**src/rtl/slt_pkg.sv**
```systemverilog
// Shared definitions for the sorted list table: operation and status codes,
// default sizes and the control bundle that drives the cell chain.
// No dependencies.
package slt_pkg;

  localparam int CAPACITY_DEF   = 16;
  localparam int VALUE_BITS_DEF = 32;

  localparam int KIND_W   = 2;
  localparam int STATUS_W = 2;
  localparam int POS_W    = 4;
  localparam int COUNT_W  = 5;
  localparam int IN_VAL_W = 32;

  localparam logic [KIND_W-1:0] KIND_INSERT = 2'd0;
  localparam logic [KIND_W-1:0] KIND_DELETE = 2'd1;
  localparam logic [KIND_W-1:0] KIND_LOOKUP = 2'd2;

  localparam logic [STATUS_W-1:0] ST_DONE    = 2'd0;
  localparam logic [STATUS_W-1:0] ST_MISSING = 2'd1;
  localparam logic [STATUS_W-1:0] ST_FULL    = 2'd2;

  // Per-cycle commands broadcast to every cell.
  typedef struct packed {
    logic cmp_en;  // capture compare flags against the current key
    logic grow;    // open a slot at the insert point, shift upper part up
    logic shrink;  // close the slot at the match, shift upper part down
  } cell_ctl_t;

endpackage

```
**src/rtl/slt_cell.sv**
```systemverilog
// One storage cell of the sorted list table: holds one key, compares it with
// the broadcast key and shifts to or from its neighbors. Uses slt_pkg.
module slt_cell #(
  parameter int VALUE_BITS = slt_pkg::VALUE_BITS_DEF
) (
  input  logic                  clk,
  input  slt_pkg::cell_ctl_t    ctl,
  input  logic [VALUE_BITS-1:0] key,
  input  logic                  occ,
  input  logic                  lt_prev,
  input  logic [VALUE_BITS-1:0] left_entry,
  input  logic [VALUE_BITS-1:0] right_entry,
  output logic [VALUE_BITS-1:0] entry,
  output logic                  lt,
  output logic                  eq
);
  import slt_pkg::*;

  logic [VALUE_BITS-1:0] entry_r;
  logic                  lt_r;
  logic                  eq_r;

  always_ff @(posedge clk) begin
    if (ctl.cmp_en) begin
      lt_r <= occ && ($signed(entry_r) < $signed(key));
      eq_r <= occ && (entry_r == key);
    end
    if (ctl.grow) begin
      // above the insert point take the lower neighbor, at it take the key
      if (!lt_prev) begin
        entry_r <= left_entry;
      end else if (!lt_r) begin
        entry_r <= key;
      end
    end else if (ctl.shrink && !lt_r) begin
      entry_r <= right_entry;
    end
  end

  assign entry = entry_r;
  assign lt    = lt_r;
  assign eq    = eq_r;

endmodule

```
**src/rtl/sorted_list_table.sv**
```systemverilog
// Top level of the sorted list table: stream ports, operation sequencer,
// entry count and the chain of slt_cell storage cells. Uses slt_pkg.
//
//  channel | ports                          | beat contents (low bit up)
//  --------+--------------------------------+---------------------------------
//  input   | in_tvalid/in_tready            | tdata: value[31:0]
//          | in_tdata[31:0], in_tuser[1:0]  | tuser: kind[1:0]
//  result  | out_tvalid/out_tready          | tdata: status[1:0], position[5:2],
//          | out_tdata[15:0]                |   entry_count[10:6], is_empty[11]
//
// Each operation runs accept, compare in every cell at once, then shift the
// chain and load the result register. The compare flags in the cells are
// registered, and only one item is in flight at a time.
// Reset clears the sequencer, entry count and result valid; cell contents
// stay undefined and are never read above the count. A stalled result
// blocks the next input beat until it is taken (or taken at that edge).
module sorted_list_table #(
  parameter int CAPACITY   = slt_pkg::CAPACITY_DEF,
  parameter int VALUE_BITS = slt_pkg::VALUE_BITS_DEF
) (
  input  logic        clk,
  input  logic        rst_n,
  input  logic        in_tvalid,
  output logic        in_tready,
  input  logic [31:0] in_tdata,   // value[31:0]
  input  logic [1:0]  in_tuser,   // kind[1:0]
  output logic        out_tvalid,
  input  logic        out_tready,
  output logic [15:0] out_tdata   // status, position, entry_count, is_empty
);
  import slt_pkg::*;

  localparam int CNT_W = $clog2(CAPACITY + 1);
  localparam int IDX_W = $clog2(CAPACITY);

  localparam logic [1:0] S_IDLE  = 2'd0;
  localparam logic [1:0] S_EVAL  = 2'd1;
  localparam logic [1:0] S_APPLY = 2'd2;

  logic [1:0]            state_r, state_nxt;
  logic [KIND_W-1:0]     kind_r;
  logic [VALUE_BITS-1:0] key_r;
  logic [CNT_W-1:0]      count_r, count_nxt;

  logic                  out_valid_r, out_valid_nxt;
  logic [STATUS_W-1:0]   status_r, status_nxt;
  logic [IDX_W-1:0]      pos_r, pos_nxt;

  logic                  in_fire;
  logic [63:0]           value_ext;
  cell_ctl_t             ctl;

  logic [VALUE_BITS-1:0] entry_w [CAPACITY];
  logic [CAPACITY-1:0]   lt_w, eq_w, occ_w, bound_w;
  logic                  found;
  logic                  full;
  logic [IDX_W-1:0]      bound_idx;
  logic [31:0]           pos_ext, cnt_ext;

  // Accept only when idle and the result register is free by the next edge.
  assign in_tready = (state_r == S_IDLE) && (!out_valid_r || out_tready);
  assign in_fire   = in_tvalid && in_tready;

  // Sign-extend the 32-bit key, then fit it to the stored width.
  assign value_ext = 64'($signed(in_tdata));

  always_ff @(posedge clk) begin
    if (in_fire) begin
      kind_r <= in_tuser;
      key_r  <= value_ext[VALUE_BITS-1:0];
    end
  end

  // Cell chain: each cell sees its lower and upper neighbor.
  for (genvar i = 0; i < CAPACITY; i++) begin : g_cell
    logic                  lt_prev;
    logic [VALUE_BITS-1:0] left_entry;
    logic [VALUE_BITS-1:0] right_entry;

    assign occ_w[i] = CNT_W'(i) < count_r;

    if (i == 0) begin : g_first
      assign lt_prev    = 1'b1;
      assign left_entry = key_r;
    end else begin : g_mid
      assign lt_prev    = lt_w[i-1];
      assign left_entry = entry_w[i-1];
    end

    if (i == CAPACITY - 1) begin : g_last
      assign right_entry = entry_w[i];
    end else begin : g_upper
      assign right_entry = entry_w[i+1];
    end

    // The first cell not below the key marks the insert or match point.
    assign bound_w[i] = !lt_w[i] && lt_prev;

    slt_cell #(
      .VALUE_BITS (VALUE_BITS)
    ) u_cell (
      .clk         (clk),
      .ctl         (ctl),
      .key         (key_r),
      .occ         (occ_w[i]),
      .lt_prev     (lt_prev),
      .left_entry  (left_entry),
      .right_entry (right_entry),
      .entry       (entry_w[i]),
      .lt          (lt_w[i]),
      .eq          (eq_w[i])
    );
  end

  // One-hot boundary to index; cells are independent terms of the OR.
  always_comb begin
    bound_idx = '0;
    for (int i = 0; i < CAPACITY; i++) begin
      if (bound_w[i]) begin
        bound_idx = bound_idx | IDX_W'(i);
      end
    end
  end

  assign found = |(bound_w & eq_w);
  assign full  = count_r == CNT_W'(CAPACITY);

  always_comb begin
    state_nxt     = state_r;
    count_nxt     = count_r;
    out_valid_nxt = out_valid_r;
    status_nxt    = status_r;
    pos_nxt       = pos_r;
    ctl           = '0;

    if (out_valid_r && out_tready) begin
      out_valid_nxt = 1'b0;
    end

    unique case (state_r)
      S_IDLE: begin
        if (in_fire) begin
          state_nxt = S_EVAL;
        end
      end
      S_EVAL: begin
        ctl.cmp_en = 1'b1;
        state_nxt  = S_APPLY;
      end
      S_APPLY: begin
        state_nxt     = S_IDLE;
        out_valid_nxt = 1'b1;
        status_nxt    = ST_MISSING;
        pos_nxt       = '0;
        case (kind_r)
          KIND_INSERT: begin
            if (full) begin
              status_nxt = ST_FULL;
            end else begin
              ctl.grow   = 1'b1;
              count_nxt  = count_r + 1'b1;
              status_nxt = ST_DONE;
              pos_nxt    = bound_idx;
            end
          end
          KIND_DELETE: begin
            if (found) begin
              ctl.shrink = 1'b1;
              count_nxt  = count_r - 1'b1;
              status_nxt = ST_DONE;
              pos_nxt    = bound_idx;
            end
          end
          KIND_LOOKUP: begin
            if (found) begin
              status_nxt = ST_DONE;
              pos_nxt    = bound_idx;
            end
          end
          default: begin
            status_nxt = ST_MISSING;
          end
        endcase
      end
      default: begin
        state_nxt = S_IDLE;
      end
    endcase
  end

  always_ff @(posedge clk) begin
    if (!rst_n) begin
      state_r     <= S_IDLE;
      count_r     <= '0;
      out_valid_r <= 1'b0;
    end else begin
      state_r     <= state_nxt;
      count_r     <= count_nxt;
      out_valid_r <= out_valid_nxt;
    end
  end

  // Result payload and count snapshot only change when a result is loaded.
  logic [CNT_W-1:0] res_count_r;

  always_ff @(posedge clk) begin
    if (state_r == S_APPLY) begin
      status_r    <= status_nxt;
      pos_r       <= pos_nxt;
      res_count_r <= count_nxt;
    end
  end

  assign pos_ext = 32'(pos_r);
  assign cnt_ext = 32'(res_count_r);

  assign out_tvalid = out_valid_r;
  assign out_tdata  = {4'b0000,
                       (res_count_r == '0),
                       cnt_ext[COUNT_W-1:0],
                       pos_ext[POS_W-1:0],
                       status_r};

endmodule
```
**config.mk**
```make
export PLATFORM = sky130hd
export DESIGN_NAME = sorted_list_table
export DESIGN_NICKNAME = d
export VERILOG_FILES = /design/src/rtl/slt_pkg.sv /design/src/rtl/slt_cell.sv /design/src/rtl/sorted_list_table.sv
export SDC_FILE = /design/constraint.sdc
export NUM_CORES = 2
export LEC_CHECK = 0
export ABC_AREA = 1
export ABC_CLOCK_PERIOD_IN_PS = 5700
export BUFFER_PORTS_ARGS = -buffer_cell sky130_fd_sc_hd__buf_2
export CAP_MARGIN = 25
export CORE_ASPECT_RATIO = 1.1
export CORE_MARGIN = 2
export CORE_UTILIZATION = 45
export DETAILED_ROUTE_END_ITERATION = 10
export PLACE_DENSITY_LB_ADDON = 0.25
export SETUP_SLACK_MARGIN = 0.02
export SYNTH_ARGS = -nofsm -noshare
export SYNTH_HDL_FRONTEND = slang
export SYNTH_SLANG_ARGS = --single-unit
```
**constraint.sdc**
```tcl
create_clock -name clk -period 5.7 [get_ports clk]
set_input_delay 0.285 -clock clk [delete_from_list [all_inputs] [get_ports clk]]
set_output_delay 0.285 -clock clk [all_outputs]
set_load 0.03 [all_outputs]
```
==> out/qor.tcl <==
set qor(synth-edff-count) 589
set qor(power.density_nw_per_um2) 248.1
set qor(drt-initial-drc-count) 4446
set qor(cp_cell_sequence) {inv_1, nand3_1, nand2_1, nor2_1, nand2_1, nor2_2, o21ai_1, nand2_1, buf_4, o22ai_4, buf_16}
set qor(reg2reg_depth) 11
set qor(ys_types) 42
set qor(synth_most_common_cell) {sky130_fd_sc_hd__nand2_1}
set qor(synth_seq_area_share_pct) 45.48
set qor(r2r-start) {g_cell[13].u_cell.lt$_DFFE_PN_}
set qor(htreeDepth) 3
set qor(worst_ep_arrival_time_ns) 4.57
set qor(drive_gt1_share_pct) 6.519
set qor(placementRows) 113
set qor(final_clock_period_utilization_by_the_worst_path_pct) 73.63
set qor(whs_path_depth) 5
set qor(worst_hold_path.endpoint) {state_r[0]$_SDFFE_PN0P_}
set qor(r2r_slack_ns) 1.50
set qor(dieHeight_um) 313.7
set qor(ys_top_cells_by_area) {sky130_fd_sc_hd__edfxtp_1, sky130_fd_sc_hd__ha_1, sky130_fd_sc_hd__nand2_1}
set qor(drt_drc_violations_left) 0
set qor(post_cts_resized) 0
set qor(core_area_um2) 86390
set qor(timing.hold.worst.class) {input pin to register}
set qor(insertion_delay_ns) 0.63
set qor(fin_skew_ns) 0.02911
set qor(place_congestion) 0.9611
set qor(ios) 56
set qor(postCtsSetupBuffers) 0
set qor(cellLeakagePower_nw) 19.25
set qor(area_growth_syn_to_layout_pct) 12.28
set qor(most_common_cell_on_crit_path) {sky130_fd_sc_hd__nand2_1}
set qor(crit_path_max_fanout) 35
set qor(post_synth_top_cells) {sky130_fd_sc_hd__nand2_1, sky130_fd_sc_hd__edfxtp_1, sky130_fd_sc_hd__ha_1}
set qor(cts_tree) {done}
set qor(dpl.hpwl_um) 94250
set qor(drtPass1Iterations) 6
set qor(detail_route.wl_per_cell_um) 22.46
set qor(cts_buffers) 70
set qor(first_global_vias) 31238
set qor(clkTransAtPathRegs_ns) 0.06
set qor(synth_top_area_cell) {sky130_fd_sc_hd__edfxtp_1}
set qor(timing.critical_path.slowest_cell_delay_ns) 0.98
set qor(post_synth_arst_share_pct) 0
set qor(min_period_ns) 4.197
set qor(wl_final_um) 127100
set qor(x_dimension_of_the_die_um) 285.6
set qor(cts_sinks) 597
set qor(clock.fmax_ghz) 0.2383
set qor(outcome) {finished clean}
set qor(drt-vias-per-instance) 5.945
set qor(rsz0062_at_grt) {no}
set qor(vias) 33646
set qor(ir_drop_mv) 0.2484
set qor(port-buffer-count) 51
set qor(floorplan.initialDensity_pct) 45.43
set qor(crit-reg2reg-capture) {g_cell[11].u_cell.entry[24]$_DFFE_PP_}
set qor(min-delay-start) {out_tready}
set qor(ctsRootBufferMaster) {sky130_fd_sc_hd__clkbuf_16}
set qor(global_route.overflow_total) 0
set qor(yosys.area.top_type_share_pct) 45.07
set qor(end_kind) {register}
set qor(finalSetupViolCount) 0
set qor(dieArea_um2) 89590
set qor(critical_path.n_buffers_inverters) 3
set qor(final_hold_viol_count) 0
set qor(diode_insertion_count_for_antenna_repair) 0
set qor(syn_area_per_cell_um2) 8.905
set qor(slew_headroom_pct) 25.59
set qor(timing.critical_path.from_type) {register}
set qor(multi_input_logic_area_um2) 19680
set qor(post_synth_instance_area_um2) 39240
set qor(final_sum_of_negative_setup_slack_ns) 0
set qor(critical_path.top_delay_family) {simple AND/OR/NAND/NOR gates}
set qor(post_synthesis_cells) 4407
set qor(cpMaxStageDelayCell) {sky130_fd_sc_hd__edfxtp_1}
set qor(final_nets) 5012
set qor(finalMaxSlewViolations) 0
set qor(filler_cell_count) 7897
set qor(layout.area.seq_um2) 17850
set qor(grt_antenna_before_repair) 0
set qor(max_slew.worst_pin.slew_ns) 1.116
set qor(grt.total_usage_pct) 27.81
set qor(timing.setup.critical_path_class) {register to register}
set qor(maxCapViolCount) 0
set qor(report.power.total_w) 0.01093
set qor(clk_path_buf_depth) 3
set qor(postSynth.topFlopCell) {sky130_fd_sc_hd__edfxtp_1}
set qor(maximum_number_of_pins_on_one_net_before_global_route_repair) 239
set qor(yosys_register_bits) 597
set qor(detail-route-antenna-nets) 0
set qor(grt_first_pass_wirelength_um) 189700
set qor(crit_required_ns) 6.07
set qor(yosys_warnings) 0
## sequential cells by signal, indices dropped and copies added (netlist names), 4 cells and up
register,count
g_cell.u_cell.entry,512
g_cell.left_entry,32
g_cell.u_cell.eq,16
g_cell.u_cell.lt,16
count_r,5
res_count_r,5
pos_r,4
## per-layer routing
metal  up-vias  track usage [%]  routed length [um]
li1      15804                -                   -
met1     15759            40.55               54740
met2      1834            41.34               53740
met3       249            5.588               14450
met4         0            9.008                4214
met5         -                0                   0
## timing repair
action                     4_1_cts  5_1_grt
hold buffers                    37        0
hold endpoints to repair        36        0
setup endpoints to repair        0        0
## worst max-delay path by stage
stage          slack (ns)  depth (start not counted)                                     to                           start
4_1_cts              1.56                          9   g_cell[12].u_cell.entry[7]$_DFFE_PP_  g_cell[12].u_cell.lt$_DFFE_PN_
5_1_grt              1.25                         11  g_cell[11].u_cell.entry[27]$_DFFE_PP_  g_cell[12].u_cell.lt$_DFFE_PN_
3_5_place_dp         1.59                          9  g_cell[12].u_cell.entry[27]$_DFFE_PP_  g_cell[12].u_cell.lt$_DFFE_PN_
2_1_floorplan        1.70                          7    g_cell[1].u_cell.entry[0]$_DFFE_PP_           count_r[0]$_SDFF_PN0_
6_report             1.50                         11  g_cell[11].u_cell.entry[24]$_DFFE_PP_  g_cell[13].u_cell.lt$_DFFE_PN_
3_3_place_gp         1.59                          9  g_cell[11].u_cell.entry[27]$_DFFE_PP_  g_cell[12].u_cell.lt$_DFFE_PN_
## layout by cell type (no fill, tap or decap), types with 3 or more instances in the layout
| cell | Yosys | routed |
|---|---|---|
| sky130_fd_sc_hd__nand2_1 | 1393 | 1393 |
| sky130_fd_sc_hd__edfxtp_1 | 589 | 589 |
| sky130_fd_sc_hd__ha_1 | 518 | 518 |
| sky130_fd_sc_hd__o21ai_0 | 327 | 326 |
| sky130_fd_sc_hd__o22ai_1 | 292 | 279 |
| sky130_fd_sc_hd__a21oi_1 | 275 | 274 |
| sky130_fd_sc_hd__inv_1 | 240 | 240 |
| sky130_fd_sc_hd__nor2_1 | 190 | 183 |
| sky130_fd_sc_hd__nand3_1 | 90 | 90 |
| sky130_fd_sc_hd__clkbuf_16 | 0 | 73 |
| sky130_fd_sc_hd__o211ai_1 | 66 | 66 |
| sky130_fd_sc_hd__buf_2 | 66 | 52 |
| sky130_fd_sc_hd__nand4_1 | 47 | 47 |
| sky130_fd_sc_hd__buf_4 | 29 | 47 |
| sky130_fd_sc_hd__dlygate4sd3_1 | 0 | 37 |
| sky130_fd_sc_hd__inv_2 | 30 | 30 |
| sky130_fd_sc_hd__nor3_1 | 29 | 29 |
| sky130_fd_sc_hd__o21ai_1 | 29 | 29 |
| sky130_fd_sc_hd__clkinv_1 | 5 | 20 |
| sky130_fd_sc_hd__nor4_1 | 19 | 19 |
| sky130_fd_sc_hd__buf_16 | 0 | 19 |
| sky130_fd_sc_hd__o21a_1 | 18 | 18 |
| sky130_fd_sc_hd__o22ai_4 | 0 | 13 |
| sky130_fd_sc_hd__clkinv_2 | 0 | 13 |
| sky130_fd_sc_hd__nor2_2 | 8 | 12 |
| sky130_fd_sc_hd__a2bb2oi_1 | 12 | 12 |
| sky130_fd_sc_hd__bufinv_16 | 0 | 12 |
| sky130_fd_sc_hd__clkbuf_1 | 77 | 9 |
| sky130_fd_sc_hd__dfxtp_1 | 8 | 8 |
| sky130_fd_sc_hd__o21bai_1 | 5 | 5 |
| sky130_fd_sc_hd__nor2_4 | 2 | 5 |
| sky130_fd_sc_hd__and3_1 | 5 | 5 |
| sky130_fd_sc_hd__buf_8 | 0 | 5 |
| sky130_fd_sc_hd__nand3b_1 | 4 | 4 |
| sky130_fd_sc_hd__conb_1 | 1 | 4 |
| sky130_fd_sc_hd__buf_12 | 0 | 3 |
## power breakdown
| part | internal (W) | switching [W] | leakage (nW) |
|---|---|---|---|
| sequential | 0.00489 | 0.0000901 | 5.42 |
| clock | 0.00288 | 0.00191 | 1.17 |
| combinational | 0.000391 | 0.000772 | 12.7 |
| total | 0.00816 | 0.00278 | 19.3 |
## final cells by class
type / instances / area share [%]
multi-input cells: 3347 / 44.67
flip-flops and latches: 597 / 40.50
clock buffers: 82 / 4.222
repair buffers: 164 / 3.743
well taps: 1150 / 3.266
inverters: 276 / 2.388
clock inverters: 44 / 1.204
## cells by family (layout without fill, tap and decap cells)
| logic type | count (synthesis) | after routing | share of synthesized area, % |
|---|---|---|---|
| compound gates | 1029 | 1029 | 14.77 |
| xor+xnor | 2 | 2 | 0.04464 |
| fa+ha+maj | 518 | 518 | 16.52 |
| buf+inv | 466 | 566 | 4.990 |
| flops | 597 | 597 | 45.48 |
| other cells | 1 | 4 | 0.009556 |
| simple gates | 1794 | 1794 | 18.19 |
## metrics by stage
step / instances / utilization (%) / hold slack [ns] / area, um2 / worst slack, ns
detailed placement: 5489 / 47.59 / 0.4631 / 41110 / 1.591
global placement: 5470 / 47.08 / 0.4611 / 40670 / 1.590
finish: 5660 / 51.01 / 0.2125 / 44060 / 1.503
CTS: 5652 / 50.79 / 0.1848 / 43870 / 1.563
floorplan: 4410 / - / 0.3839 / 39260 / 1.701
global route: 5660 / 51.01 / 0.2511 / 44060 / 1.247
## worst reg2reg max path: stages, from the launching register on
cell                       delay, ns
sky130_fd_sc_hd__edfxtp_1       0.98
sky130_fd_sc_hd__inv_1          0.18
sky130_fd_sc_hd__nand3_1        0.13
sky130_fd_sc_hd__nand2_1        0.08
sky130_fd_sc_hd__nor2_1         0.34
sky130_fd_sc_hd__nand2_1        0.26
sky130_fd_sc_hd__nor2_2         0.29
sky130_fd_sc_hd__o21ai_1        0.14
sky130_fd_sc_hd__nand2_1        0.71
sky130_fd_sc_hd__buf_4          0.34
sky130_fd_sc_hd__o22ai_4        0.22
sky130_fd_sc_hd__buf_16         0.26
Power figures use the tool's default switching activity.
